### config.mk
export PLATFORM = sky130hd
export DESIGN_NAME = source_tokenizer
export DESIGN_NICKNAME = d
export VERILOG_FILES = /design/src/design/st_pkg.sv /design/src/design/st_lex.sv /design/src/design/st_outbuf.sv /design/src/design/source_tokenizer.sv
export SDC_FILE = /design/constraint.sdc
export NUM_CORES = 1
export LEC_CHECK = 0
export BUFFER_PORTS_ARGS = -buffer_cell sky130_fd_sc_hd__buf_4
export CAP_MARGIN = 20
export CORE_ASPECT_RATIO = 1.25
export CORE_MARGIN = 2
export CORE_UTILIZATION = 40
export DETAILED_ROUTE_END_ITERATION = 16
export PLACE_DENSITY = 0.57
export SKIP_CTS_REPAIR_TIMING = 1
export SLEW_MARGIN = 10
export SYNTH_ARGS = -nofsm -noshare
export SYNTH_HDL_FRONTEND = slang
export SYNTH_HIERARCHICAL = 1
export SYNTH_SLANG_ARGS = --single-unit
### constraint.sdc
create_clock -name i_clk -period 7.95 [get_ports i_clk]
set_input_delay 1.59 -clock i_clk [delete_from_list [all_inputs] [get_ports i_clk]]
set_output_delay 1.59 -clock i_clk [all_outputs]
set_load 0.01 [all_outputs]
### src/design/st_pkg.sv
package st_pkg;

    localparam int MAX_RES = 8;
    localparam int CNT_W = $clog2(MAX_RES + 1);
    localparam int IDX_W = $clog2(MAX_RES);

    localparam logic [4:0] K_IDENT   = 5'd0;
    localparam logic [4:0] K_INT     = 5'd1;
    localparam logic [4:0] K_STR     = 5'd2;
    localparam logic [4:0] K_LPAREN  = 5'd3;
    localparam logic [4:0] K_RPAREN  = 5'd4;
    localparam logic [4:0] K_LBRACE  = 5'd5;
    localparam logic [4:0] K_RBRACE  = 5'd6;
    localparam logic [4:0] K_SEMI    = 5'd7;
    localparam logic [4:0] K_COMMA   = 5'd8;
    localparam logic [4:0] K_EQEQ    = 5'd9;
    localparam logic [4:0] K_ASSIGN  = 5'd10;
    localparam logic [4:0] K_PLUS    = 5'd11;
    localparam logic [4:0] K_MINUS   = 5'd12;
    localparam logic [4:0] K_STAR    = 5'd13;
    localparam logic [4:0] K_SLASH   = 5'd14;
    localparam logic [4:0] K_NE      = 5'd15;
    localparam logic [4:0] K_NOT     = 5'd16;
    localparam logic [4:0] K_LE      = 5'd17;
    localparam logic [4:0] K_LT      = 5'd18;
    localparam logic [4:0] K_GE      = 5'd19;
    localparam logic [4:0] K_GT      = 5'd20;
    localparam logic [4:0] K_OROR    = 5'd21;
    localparam logic [4:0] K_ANDAND  = 5'd22;
    localparam logic [4:0] K_PERCENT = 5'd23;
    localparam logic [4:0] K_EOF     = 5'd24;

    localparam logic [1:0] E_NONE   = 2'd0;
    localparam logic [1:0] E_CHAR   = 2'd1;
    localparam logic [1:0] E_STRING = 2'd2;

    localparam logic [7:0] CH_NUL     = 8'h00;
    localparam logic [7:0] CH_NL      = 8'h0A;
    localparam logic [7:0] CH_SPACE   = 8'h20;
    localparam logic [7:0] CH_BANG    = 8'h21;
    localparam logic [7:0] CH_QUOTE   = 8'h22;
    localparam logic [7:0] CH_PERCENT = 8'h25;
    localparam logic [7:0] CH_AMP     = 8'h26;
    localparam logic [7:0] CH_LPAREN  = 8'h28;
    localparam logic [7:0] CH_RPAREN  = 8'h29;
    localparam logic [7:0] CH_STAR    = 8'h2A;
    localparam logic [7:0] CH_PLUS    = 8'h2B;
    localparam logic [7:0] CH_COMMA   = 8'h2C;
    localparam logic [7:0] CH_MINUS   = 8'h2D;
    localparam logic [7:0] CH_SLASH   = 8'h2F;
    localparam logic [7:0] CH_ZERO    = 8'h30;
    localparam logic [7:0] CH_SEMI    = 8'h3B;
    localparam logic [7:0] CH_LT      = 8'h3C;
    localparam logic [7:0] CH_EQ      = 8'h3D;
    localparam logic [7:0] CH_GT      = 8'h3E;
    localparam logic [7:0] CH_BSLASH  = 8'h5C;
    localparam logic [7:0] CH_UNDER   = 8'h5F;
    localparam logic [7:0] CH_LOWER_A = 8'h61;
    localparam logic [7:0] CH_LOWER_N = 8'h6E;
    localparam logic [7:0] CH_LOWER_X = 8'h78;
    localparam logic [7:0] CH_LBRACE  = 8'h7B;
    localparam logic [7:0] CH_BAR     = 8'h7C;
    localparam logic [7:0] CH_RBRACE  = 8'h7D;

    typedef struct packed {
        logic [4:0] kind;
        logic [7:0] value;
        logic       text;
        logic [1:0] err;
    } t_result;

    typedef t_result [MAX_RES-1:0] t_res_list;

    typedef enum logic [7:0] {
        M_IDLE  = 8'b0000_0001,
        M_IDENT = 8'b0000_0010,
        M_INT   = 8'b0000_0100,
        M_STR   = 8'b0000_1000,
        M_ESC   = 8'b0001_0000,
        M_OWE   = 8'b0010_0000,
        M_CMT   = 8'b0100_0000,
        M_PEND  = 8'b1000_0000
    } t_mode;

    typedef enum logic [2:0] {
        OP_EQ    = 3'd0,
        OP_SLASH = 3'd1,
        OP_BANG  = 3'd2,
        OP_LT    = 3'd3,
        OP_GT    = 3'd4,
        OP_BAR   = 3'd5,
        OP_AMP   = 3'd6
    } t_op;

    typedef struct packed {
        logic    hit;
        t_result r;
        t_mode   mode;
        logic    op_we;
        t_op     op;
    } t_disp;

    typedef struct packed {
        logic    has0;
        logic    has1;
        t_result r0;
        t_result r1;
        t_mode   mode;
    } t_sb;

    function automatic t_result mk(logic [4:0] kind, logic [7:0] value, logic text,
                                   logic [1:0] err);
        t_result r;
        r.kind  = kind;
        r.value = value;
        r.text  = text;
        r.err   = err;
        return r;
    endfunction

    function automatic logic is_space(logic [7:0] b);
        return (b == CH_SPACE) || (b >= 8'd9 && b <= 8'd13);
    endfunction

    function automatic logic is_digit(logic [7:0] b);
        return b >= 8'h30 && b <= 8'h39;
    endfunction

    function automatic logic is_alpha(logic [7:0] b);
        return (b >= 8'h61 && b <= 8'h7A) || (b >= 8'h41 && b <= 8'h5A);
    endfunction

    function automatic logic [7:0] exp_char(logic [IDX_W-1:0] i);
        logic [7:0] c;
        case (i)
            3'd0:    c = CH_QUOTE;
            3'd1:    c = CH_COMMA;
            3'd2:    c = CH_SPACE;
            3'd3:    c = CH_ZERO;
            3'd4:    c = CH_LOWER_X;
            3'd5:    c = CH_LOWER_A;
            3'd6:    c = CH_COMMA;
            default: c = CH_SPACE;
        endcase
        return c;
    endfunction

    function automatic logic [7:0] op_first(t_op p);
        logic [7:0] c;
        unique case (p)
            OP_EQ:    c = CH_EQ;
            OP_SLASH: c = CH_SLASH;
            OP_BANG:  c = CH_BANG;
            OP_LT:    c = CH_LT;
            OP_GT:    c = CH_GT;
            OP_BAR:   c = CH_BAR;
            OP_AMP:   c = CH_AMP;
            default:  c = CH_NUL;
        endcase
        return c;
    endfunction

    function automatic logic op_second_hit(t_op p, logic [7:0] b);
        logic h;
        unique case (p)
            OP_EQ, OP_BANG, OP_LT, OP_GT: h = (b == CH_EQ);
            OP_SLASH:                     h = (b == CH_SLASH);
            OP_BAR:                       h = (b == CH_BAR);
            OP_AMP:                       h = (b == CH_AMP);
            default:                      h = 1'b0;
        endcase
        return h;
    endfunction

    function automatic logic [4:0] op_double(t_op p);
        logic [4:0] k;
        unique case (p)
            OP_EQ:   k = K_EQEQ;
            OP_BANG: k = K_NE;
            OP_LT:   k = K_LE;
            OP_GT:   k = K_GE;
            OP_BAR:  k = K_OROR;
            OP_AMP:  k = K_ANDAND;
            default: k = K_SLASH;
        endcase
        return k;
    endfunction

    function automatic logic [4:0] op_single(t_op p);
        logic [4:0] k;
        unique case (p)
            OP_EQ:    k = K_ASSIGN;
            OP_SLASH: k = K_SLASH;
            OP_BANG:  k = K_NOT;
            OP_LT:    k = K_LT;
            OP_GT:    k = K_GT;
            default:  k = K_IDENT;
        endcase
        return k;
    endfunction

    function automatic t_disp dispatch(logic [7:0] b);
        t_disp d;
        d.hit   = 1'b0;
        d.r     = '0;
        d.mode  = M_IDLE;
        d.op_we = 1'b0;
        d.op    = OP_EQ;
        if (is_space(b)) begin
            d.hit = 1'b0;
        end else if (is_alpha(b) || b == CH_UNDER) begin
            d.hit  = 1'b1;
            d.r    = mk(K_IDENT, b, 1'b1, E_NONE);
            d.mode = M_IDENT;
        end else if (is_digit(b)) begin
            d.hit  = 1'b1;
            d.r    = mk(K_INT, b, 1'b1, E_NONE);
            d.mode = M_INT;
        end else if (b == CH_QUOTE) begin
            d.mode = M_STR;
        end else begin
            d.hit = 1'b1;
            case (b)
                CH_LPAREN:  d.r = mk(K_LPAREN, CH_NUL, 1'b0, E_NONE);
                CH_RPAREN:  d.r = mk(K_RPAREN, CH_NUL, 1'b0, E_NONE);
                CH_LBRACE:  d.r = mk(K_LBRACE, CH_NUL, 1'b0, E_NONE);
                CH_RBRACE:  d.r = mk(K_RBRACE, CH_NUL, 1'b0, E_NONE);
                CH_SEMI:    d.r = mk(K_SEMI, CH_NUL, 1'b0, E_NONE);
                CH_COMMA:   d.r = mk(K_COMMA, CH_NUL, 1'b0, E_NONE);
                CH_PLUS:    d.r = mk(K_PLUS, CH_NUL, 1'b0, E_NONE);
                CH_MINUS:   d.r = mk(K_MINUS, CH_NUL, 1'b0, E_NONE);
                CH_STAR:    d.r = mk(K_STAR, CH_NUL, 1'b0, E_NONE);
                CH_PERCENT: d.r = mk(K_PERCENT, CH_NUL, 1'b0, E_NONE);
                CH_NUL:     d.r = mk(K_EOF, CH_NUL, 1'b0, E_NONE);
                CH_EQ, CH_SLASH, CH_BANG, CH_LT, CH_GT, CH_BAR, CH_AMP: begin
                    d.hit   = 1'b0;
                    d.mode  = M_PEND;
                    d.op_we = 1'b1;
                    case (b)
                        CH_EQ:    d.op = OP_EQ;
                        CH_SLASH: d.op = OP_SLASH;
                        CH_BANG:  d.op = OP_BANG;
                        CH_LT:    d.op = OP_LT;
                        CH_GT:    d.op = OP_GT;
                        CH_BAR:   d.op = OP_BAR;
                        default:  d.op = OP_AMP;
                    endcase
                end
                default:    d.r = mk(K_IDENT, b, 1'b0, E_CHAR);
            endcase
        end
        return d;
    endfunction

    function automatic t_sb string_byte(logic [7:0] b);
        t_sb s;
        s.has0 = 1'b0;
        s.has1 = 1'b0;
        s.r0   = '0;
        s.r1   = '0;
        s.mode = M_STR;
        if (b == CH_QUOTE) begin
            s.has0 = 1'b1;
            s.r0   = mk(K_STR, CH_NUL, 1'b0, E_NONE);
            s.mode = M_IDLE;
        end else if (b == CH_NUL) begin
            s.has0 = 1'b1;
            s.has1 = 1'b1;
            s.r0   = mk(K_STR, CH_NUL, 1'b0, E_STRING);
            s.r1   = mk(K_EOF, CH_NUL, 1'b0, E_NONE);
            s.mode = M_IDLE;
        end else if (b == CH_BSLASH) begin
            s.mode = M_ESC;
        end else begin
            s.has0 = 1'b1;
            s.r0   = mk(K_STR, b, 1'b1, E_NONE);
        end
        return s;
    endfunction

endpackage

### src/design/st_lex.sv
module st_lex (
    input  logic                         i_clk,
    input  logic                         i_rst_n,
    input  logic                         i_take,
    input  logic [7:0]                   i_byte,
    output st_pkg::t_res_list            o_res,
    output logic [st_pkg::CNT_W-1:0]     o_cnt
);

    st_pkg::t_mode             r_mode;
    st_pkg::t_mode             n_mode;
    st_pkg::t_op               r_op;
    st_pkg::t_op               n_op;
    st_pkg::t_res_list         res;
    logic [st_pkg::CNT_W-1:0]  cnt;
    st_pkg::t_disp             d;
    st_pkg::t_sb               s;
    logic                      use_d;
    logic                      use_s;

    always_comb begin
        res    = '0;
        cnt    = '0;
        n_mode = r_mode;
        n_op   = r_op;
        use_d  = 1'b0;
        use_s  = 1'b0;
        d      = st_pkg::dispatch(i_byte);
        s      = st_pkg::string_byte(i_byte);
        unique case (r_mode)
            st_pkg::M_IDENT: begin
                if (st_pkg::is_alpha(i_byte) || st_pkg::is_digit(i_byte) ||
                    i_byte == st_pkg::CH_UNDER) begin
                    res[cnt[st_pkg::IDX_W-1:0]] =
                        st_pkg::mk(st_pkg::K_IDENT, i_byte, 1'b1, st_pkg::E_NONE);
                    cnt = cnt + 1'b1;
                end else begin
                    res[cnt[st_pkg::IDX_W-1:0]] =
                        st_pkg::mk(st_pkg::K_IDENT, st_pkg::CH_NUL, 1'b0, st_pkg::E_NONE);
                    cnt   = cnt + 1'b1;
                    use_d = 1'b1;
                end
            end
            st_pkg::M_INT: begin
                if (st_pkg::is_digit(i_byte)) begin
                    res[cnt[st_pkg::IDX_W-1:0]] =
                        st_pkg::mk(st_pkg::K_INT, i_byte, 1'b1, st_pkg::E_NONE);
                    cnt = cnt + 1'b1;
                end else begin
                    res[cnt[st_pkg::IDX_W-1:0]] =
                        st_pkg::mk(st_pkg::K_INT, st_pkg::CH_NUL, 1'b0, st_pkg::E_NONE);
                    cnt   = cnt + 1'b1;
                    use_d = 1'b1;
                end
            end
            st_pkg::M_STR: begin
                use_s = 1'b1;
            end
            st_pkg::M_ESC: begin
                if (i_byte == st_pkg::CH_LOWER_N) begin
                    for (int i = 0; i < st_pkg::MAX_RES; i++) begin
                        res[i] = st_pkg::mk(st_pkg::K_STR,
                                            st_pkg::exp_char(i[st_pkg::IDX_W-1:0]),
                                            1'b1, st_pkg::E_NONE);
                    end
                    cnt    = st_pkg::CNT_W'(st_pkg::MAX_RES);
                    n_mode = st_pkg::M_OWE;
                end else begin
                    res[cnt[st_pkg::IDX_W-1:0]] =
                        st_pkg::mk(st_pkg::K_STR, st_pkg::CH_BSLASH, 1'b1, st_pkg::E_NONE);
                    cnt   = cnt + 1'b1;
                    use_s = 1'b1;
                end
            end
            st_pkg::M_OWE: begin
                res[cnt[st_pkg::IDX_W-1:0]] =
                    st_pkg::mk(st_pkg::K_STR, st_pkg::CH_QUOTE, 1'b1, st_pkg::E_NONE);
                cnt   = cnt + 1'b1;
                use_s = 1'b1;
            end
            st_pkg::M_CMT: begin
                if (i_byte == st_pkg::CH_NL) begin
                    n_mode = st_pkg::M_IDLE;
                end else if (i_byte == st_pkg::CH_NUL) begin
                    res[cnt[st_pkg::IDX_W-1:0]] =
                        st_pkg::mk(st_pkg::K_EOF, st_pkg::CH_NUL, 1'b0, st_pkg::E_NONE);
                    cnt    = cnt + 1'b1;
                    n_mode = st_pkg::M_IDLE;
                end
            end
            st_pkg::M_PEND: begin
                if (st_pkg::op_second_hit(r_op, i_byte)) begin
                    if (r_op == st_pkg::OP_SLASH) begin
                        n_mode = st_pkg::M_CMT;
                    end else begin
                        res[cnt[st_pkg::IDX_W-1:0]] = st_pkg::mk(st_pkg::op_double(r_op),
                            st_pkg::CH_NUL, 1'b0, st_pkg::E_NONE);
                        cnt    = cnt + 1'b1;
                        n_mode = st_pkg::M_IDLE;
                    end
                end else begin
                    if (r_op == st_pkg::OP_BAR || r_op == st_pkg::OP_AMP) begin
                        res[cnt[st_pkg::IDX_W-1:0]] = st_pkg::mk(st_pkg::K_IDENT,
                            st_pkg::op_first(r_op), 1'b0, st_pkg::E_CHAR);
                    end else begin
                        res[cnt[st_pkg::IDX_W-1:0]] = st_pkg::mk(st_pkg::op_single(r_op),
                            st_pkg::CH_NUL, 1'b0, st_pkg::E_NONE);
                    end
                    cnt   = cnt + 1'b1;
                    use_d = 1'b1;
                end
            end
            default: begin
                use_d = 1'b1;
            end
        endcase

        if (use_d) begin
            if (d.hit) begin
                res[cnt[st_pkg::IDX_W-1:0]] = d.r;
                cnt = cnt + 1'b1;
            end
            n_mode = d.mode;
            if (d.op_we) begin
                n_op = d.op;
            end
        end
        if (use_s) begin
            if (s.has0) begin
                res[cnt[st_pkg::IDX_W-1:0]] = s.r0;
                cnt = cnt + 1'b1;
            end
            if (s.has1) begin
                res[cnt[st_pkg::IDX_W-1:0]] = s.r1;
                cnt = cnt + 1'b1;
            end
            n_mode = s.mode;
        end
    end

    always_ff @(posedge i_clk) begin
        if (!i_rst_n) begin
            r_mode <= st_pkg::M_IDLE;
            r_op   <= st_pkg::OP_EQ;
        end else if (i_take) begin
            r_mode <= n_mode;
            r_op   <= n_op;
        end
    end

    assign o_res = res;
    assign o_cnt = cnt;

endmodule

### src/design/st_outbuf.sv
module st_outbuf (
    input  logic                         i_clk,
    input  logic                         i_rst_n,
    input  logic                         i_load,
    input  st_pkg::t_res_list            i_res,
    input  logic [st_pkg::CNT_W-1:0]     i_cnt,
    output logic                         o_free,
    output logic                         o_valid,
    input  logic                         i_ready,
    output st_pkg::t_result              o_result,
    output logic                         o_last
);

    st_pkg::t_res_list         r_buf;
    logic [st_pkg::CNT_W-1:0]  r_rem;
    logic [st_pkg::IDX_W-1:0]  r_idx;

    assign o_valid  = (r_rem != '0);
    assign o_last   = (r_rem == st_pkg::CNT_W'(1));
    assign o_result = r_buf[r_idx];
    assign o_free   = (r_rem == '0) || (o_last && i_ready);

    always_ff @(posedge i_clk) begin
        if (!i_rst_n) begin
            r_rem <= '0;
            r_idx <= '0;
        end else if (i_load) begin
            r_rem <= i_cnt;
            r_idx <= '0;
        end else if (o_valid && i_ready) begin
            r_rem <= r_rem - 1'b1;
            r_idx <= r_idx + 1'b1;
        end
    end

    always_ff @(posedge i_clk) begin
        if (i_load) begin
            r_buf <= i_res;
        end
    end

endmodule

### src/design/source_tokenizer.sv
// Byte-serial tokenizer for source text.
// The slave channel takes one text byte per transaction in tdata; a zero byte ends the text.
// The master channel gives one result per transaction: tdata carries the token character,
// tuser the kind, the text flag and the error code, and tlast marks the final result
// that a given input byte caused. A byte may cause no result at all.
// An accepted byte is held in an input register; once the result buffer is free, the tokenizer
// logic decodes it against the current mode and loads every result it causes into a result
// buffer of eight entries, from which the results are presented.
// The buffer drains one result per cycle while the receiver is ready. A byte that causes zero
// or one result does not hold off the next, so ordinary text then streams at one byte per cycle;
// a byte that causes more holds the buffer until all leave, up to eight for the newline escape.
// A new byte is loaded into the buffer while the previous results are still in it, as long as
// the last of them leaves in the same cycle.
// When the receiver stalls, the buffer holds, and at most one further byte is taken
// into the input register before tready falls.
// Reset (synchronous, active low) empties both registers and returns the tokenizer to
// the idle mode between tokens.
module source_tokenizer (
    input  logic       i_clk,
    input  logic       i_rst_n,
    input  logic       i_s_axis_tvalid,
    output logic       o_s_axis_tready,
    input  logic [7:0] i_s_axis_tdata,   // [7:0] text_byte
    output logic       o_m_axis_tvalid,
    input  logic       i_m_axis_tready,
    output logic [7:0] o_m_axis_tdata,   // [7:0] value_byte
    output logic [7:0] o_m_axis_tuser,   // [4:0] token_kind, [5] is_text_byte, [7:6] error_code
    output logic       o_m_axis_tlast    // last_of_run
);

    logic                      r_in_valid;
    logic                      n_in_valid;
    logic [7:0]                r_in_byte;
    logic                      accept;
    logic                      load;
    logic                      buf_free;
    st_pkg::t_res_list         step_res;
    logic [st_pkg::CNT_W-1:0]  step_cnt;
    st_pkg::t_result           out_res;

    assign load            = r_in_valid && buf_free;
    assign o_s_axis_tready = !r_in_valid || load;
    assign accept          = i_s_axis_tvalid && o_s_axis_tready;

    always_comb begin
        n_in_valid = r_in_valid;
        if (accept) begin
            n_in_valid = 1'b1;
        end else if (load) begin
            n_in_valid = 1'b0;
        end
    end

    always_ff @(posedge i_clk) begin
        if (!i_rst_n) begin
            r_in_valid <= 1'b0;
        end else begin
            r_in_valid <= n_in_valid;
        end
    end

    always_ff @(posedge i_clk) begin
        if (accept) begin
            r_in_byte <= i_s_axis_tdata;
        end
    end

    st_lex u_lex (
        .i_clk   (i_clk),
        .i_rst_n (i_rst_n),
        .i_take  (load),
        .i_byte  (r_in_byte),
        .o_res   (step_res),
        .o_cnt   (step_cnt)
    );

    st_outbuf u_outbuf (
        .i_clk    (i_clk),
        .i_rst_n  (i_rst_n),
        .i_load   (load),
        .i_res    (step_res),
        .i_cnt    (step_cnt),
        .o_free   (buf_free),
        .o_valid  (o_m_axis_tvalid),
        .i_ready  (i_m_axis_tready),
        .o_result (out_res),
        .o_last   (o_m_axis_tlast)
    );

    assign o_m_axis_tdata = out_res.value;
    assign o_m_axis_tuser = {out_res.err, out_res.text, out_res.kind};

endmodule
### Yosys cells after proc, flatten, opt, wreduce, memory -nomap -nowiden

Cells that the tools add are included.

| word-level totals | value |
|---|---|
| register bits after elaboration | 155 |
| input port bits | 12 |
| output and inout port bits | 19 |
| word-level logic and storage cells | 222 |

| operators by class | value |
|---|---|
| add/subtract/negate cells | 5 |
| magnitude comparators | 15 |
| equal/unequal tests | 40 |
| mux-type cells | 88 |
| bitwise gates (word level) | 1 |
| reductions and logical operators | 35 |

Operators with widths:

| kind | number |
|---|---|
| 2-to-1 mux 128 bit | 6 |
| bitwise mux 128 bit | 3 |
| 2-to-1 mux 109 bit | 2 |
| 2-to-1 mux 16 bit | 12 |
| one-hot mux 16 bit (12 select lines) | 1 |
| demux 16 bit (select 3 bit) | 3 |
| == test 8 x 6 -> 1 bit (second input constant) | 17 |
| one-hot mux 16 bit (6 select lines) | 1 |
| 2-to-1 mux 8 bit | 9 |
| == test 8 x 7 -> 1 bit (second input constant) | 7 |
| 2-to-1 mux 4 bit | 13 |
| 2-to-1 mux 25 bit | 2 |
| one-hot mux 7 bit (7 select lines) | 1 |
| binary-select mux 16 bit (select 3 bit) | 1 |
| one-hot mux 5 bit (6 select lines) | 1 |
| 2-to-1 mux 28 bit | 1 |
| one-hot mux 5 bit (5 select lines) | 1 |
| one-hot mux 8 bit (3 select lines) | 1 |
| 2-to-1 mux 11 bit | 2 |
| one-hot mux 3 bit (6 select lines) | 1 |
| 2-to-1 mux 1 bit | 17 |
| 2-to-1 mux 17 bit | 1 |
| == test 8 x 4 -> 1 bit (second input constant) | 2 |
| greater-or-equal comparator 8 x 7 -> 1 bit (second input constant) | 2 |
| 44 further kinds | 77 |

### Longest topological paths before layout

| logic depth | value |
|---|---|
| depth in word-level cells | 19 |
| gate-level depth with buffers | 19 |
| mapped depth without buffers | 15 |

### Modules after synthesis

The synthesis kept the hierarchy.

Modules (own cells, without submodules):

| module | times used | cells each | area an instance (um2) |
|---|---|---|---|
| st_outbuf | 1 | 236 | 5348.9 |
| st_lex | 1 | 471 | 3145.5 |
| source_tokenizer | 1 | 14 | 305.3 |

### Worst setup path before layout

OpenSTA, ideal clock, no wires.

| timing path | value |
|---|---|
| path kind | input to register |
| from | input port i_m_axis_tready |
| to | register u_lex.r_op[1] |
| setup time | 122 ps |
| data arrival time | 4349 ps |
| slack | 3479 ps |
| cell stages on the path | 4 |
| path buffers | 0 |
| cell sequence | a21o_1 and2_2 nand3_1 o311a_1 |

| on the way | value |
|---|---|
| cells in the longest elaborated chain, start to end | 4 |

RTL lines:

| element | RTL line | text |
|---|---|---|
| start: declaration | source_tokenizer.sv:25 | `input logic i_m_axis_tready,` |
| logical AND 1 bit | st_outbuf.sv:21 | `assign o_free = (r_rem == '0) \|\| (o_last && i_ready);` |
| logical OR 1 bit | st_outbuf.sv:21 |  |
| logical AND 1 bit | source_tokenizer.sv:41 | `assign load = r_in_valid && buf_free;` |
| net load | source_tokenizer.sv:35 | `logic load;` |
| AND reduction 3 bit (no source line) | -- |  |
| end signal: assignment | st_lex.sv:144 | `r_op <= st_pkg::OP_EQ;` |
| end signal: assignment | st_lex.sv:147 | `r_op <= n_op;` |
| end: declaration | st_lex.sv:12 | `st_pkg::t_op r_op;` |

The timed path passes the listed nets, and every way through them passes these cells.
A chain may end at the register's enable or synchronous reset.

==> flow_summary.yaml <==
run_status:
  status: "complete, no violations"
cells_and_area:
  fin_cells: 1000
  syn_to_final_growth_pct: 7.01
  mostFrequentLayoutCell: "edfxtp_1"
  fin_util_pct: 43.7
  final_cell_mix: "edfxtp_1, nand2_1, nor2_1, conb_1, buf_4"
  nNetsFinal: 729
  drive_gt1_share_pct: 15.8
  fin_area_um2: 9420
  diodes: 0
synthesis:
  yosys_warnings: 6
  synth_compound_area_share_pct: 9.90
  yosys.area.top_type: "edfxtp_1"
  synth_top_family_by_area: "simple AND/OR/NAND/NOR gates"
  syn_area_um2: 8800
  yosysSeqAreaShare_pct: 50.7
  synthTopCellsByArea: "edfxtp_1, mux4_1, buf_4"
  synthDistinctLibCells: 88
  synthCells: 721
  syn_avg_cell_area_um2: 12.2
  synth-adder-area-share_pct: 1.28
  synthXorXnorAreaFrac_pct: 0.697
  yosys.area_share.simple_pct: 15.7
  synth.mux.area_fraction_pct: 12.7
  synth_seq_cells: 155
  synth-edff-count: 136
  synth_async_sr_flop_share_pct: 0
  synth_flop_cell: "edfxtp_1"
  synth_top_area_share_pct: 46.4
place:
  io_buffers: 30
  placed_cells: 968
  place_area_um2: 8830
  place_congestion: 0.922
  dp_slack_ns: 2.38
  dp_hpwl_um: 14200
critical_path:
  slowest_delay_ns: 0.86
  end_kind: "flop"
  reg2reg_to: "u_outbuf/r_buf[4]"
  worst_path_most_repeated_cell: "nor3_1"
  critPathKind: "flop to flop"
  reg2reg_from: "r_in_byte[1]"
  rr_worst_depth: 14
  start_kind: "flop"
  crit_chain: "nand2b_1 -> nor3_1 -> nor3_1 -> nor3b_1 -> ha_1 -> mux2i_2 -> inv_1 -> ha_1 -> nor2b_1 -> and2_1 -> o21ai_0 -> a211oi_2 -> o21bai_1 -> nor3_1"
  cp_num_buf_inv: 1
  path_delay_family: "simple AND/OR/NAND/NOR gates"
  worstPathArrival_ns: 5.90
  cp_data_required_time_ns: 8.11
  worst_path_max_delay_cell: "edfxtp_1"
  critPathMaxFanout: 25
  reg2reg_setup_slack_ns: 2.21
cts:
  ctsLongestPathBuffers: 2
  cts_tree: "done"
  cts_sinks: 155
  htreeDepth: 4
  cts_buffers: 17
  clock_latency_ns: 0.43
  clk_pin_slew_ns: 0.07
  cts_root_buffer: "clkbuf_16"
sta:
  finalCritPeriodShare_pct: 72.2
  slew_viol_final: 0
  slew_headroom_pct: 20.2
  fmax_mhz: 174
  fin_crit_ns: 5.74
  hold_ws_ns: 0.487
  tightestPinTransition_ns: 1.18
  skew_ns: 0.0146
  hold_viol: 0
  finalSetupViolCount: 0
  rsz0062_at_grt: "no"
  fin_ws_ns: 2.21
  fin_setup_tns_ns: 0
global_routing:
  gr-usage-all-layers_pct: 18.3
  antenna_found_initial: 0
  grt_overflow: 0
  grt_pass1_vias: 5475
  grt_pass1_wl_um: 31500
  grt_max_degree: 86
power:
  p_leak_nw: 3.38
  powerDensity_nw_per_um2: 284
  power_mw: 2.67
  ir_drop_uv: 207
worst_hold_path:
  hp-class: "flop to flop"
  min_to: "u_lex/r_mode[4]"
  min_path_cells: 2
  worstHoldStart: "u_lex/r_mode[4]"
floorplanning:
  design.die.area_um2: 23200
  die_w_um: 137
  initial_core_util_pct: 40.8
  num_rows: 60
  fp.coreArea_um2: 21500
  io_pins: 31
  die_height_um: 170
route:
  vias: 5570
  vias_per_cell: 5.57
  wl_um: 20000
  drc: 0
  first_pass_iters: 5
  wl_per_cell_um: 20.0
  ant_nets: 0
  drtIter0Drc: 417
job:
  maxCapViolations: 0
cells by family after synthesis:
logic type               Yosys count
AO/OA/AOI/OAI                    123
XOR/XNOR                           7
adder cells (fa/ha/maj)            9
buffers and inverters            124
flip-flops                       155
multiplexers                      58
other                              1
AND/OR/NAND/NOR                  244
worst register-to-register path, delay by kind of cell (launching register included):
family                   cells  cell delay (ns)
multiplexers                 1             0.64
flip-flops                   1             0.86
AO/OA/AOI/OAI                3             0.94
buffers and inverters        1             0.18
adder cells (fa/ha/maj)      2             0.88
AND/OR/NAND/NOR              7             2.00
Yosys cell counts, types with 13 or more instances:
library cell / number
a21oi_1: 23
and2_1: 14
buf_4: 66
clkbuf_1: 29
dfxtp_1: 19
edfxtp_1: 136
inv_1: 17
mux2_2: 17
mux4_1: 29
nand2_1: 49
nand2b_1: 13
nand3_1: 26
nor2_1: 43
nor3_1: 18
o21ai_0: 25
routing by layer:
metal	routed length, um	track usage, %
met1	8490	22.9
met2	10200	30.7
met3	691	3.40
met4	632	7.79
met5	0	0
worst max-delay path by stage:
stage / from / endpoint / cells past startpoint
floorplan: i_m_axis_tready / u_lex/r_op[1] / 4
finish: r_in_byte[1] / u_outbuf/r_buf[4] / 14
global placement: r_in_byte[1] / u_outbuf/r_buf[4] / 14
detailed placement: r_in_byte[1] / u_outbuf/r_buf[4] / 14
CTS: r_in_byte[1] / u_outbuf/r_buf[4] / 14
global route: r_in_byte[1] / u_outbuf/r_buf[4] / 14
state kept, by name, summed over array words and instances (netlist names):
register,cells
u_outbuf/r_buf,128
r_in_byte,8
u_lex/r_mode,8
u_outbuf/r_rem,4
u_lex/r_op,3
u_outbuf/r_idx,3
r_in_valid,1
cell type report:
class | count | area (um2)
clock inverters | 14 | 155
well taps | 279 | 349
clock buffers | 18 | 429
inverters | 17 | 63.8
fillers | 1977 | 12100
flip-flops and latches | 155 | 4470
repair buffers | 33 | 248
multi-input cells | 484 | 3700
report_power, final:
group          switching, mW  internal, mW  leakage [nW]  total (mW)
Clock                  0.354         0.445         0.277       0.799
Combinational          0.331         0.307          1.66       0.638
Sequential             0.121          1.11          1.44        1.23
Total                  0.806          1.87          3.38        2.67
(Power assumes the default switching activity.)
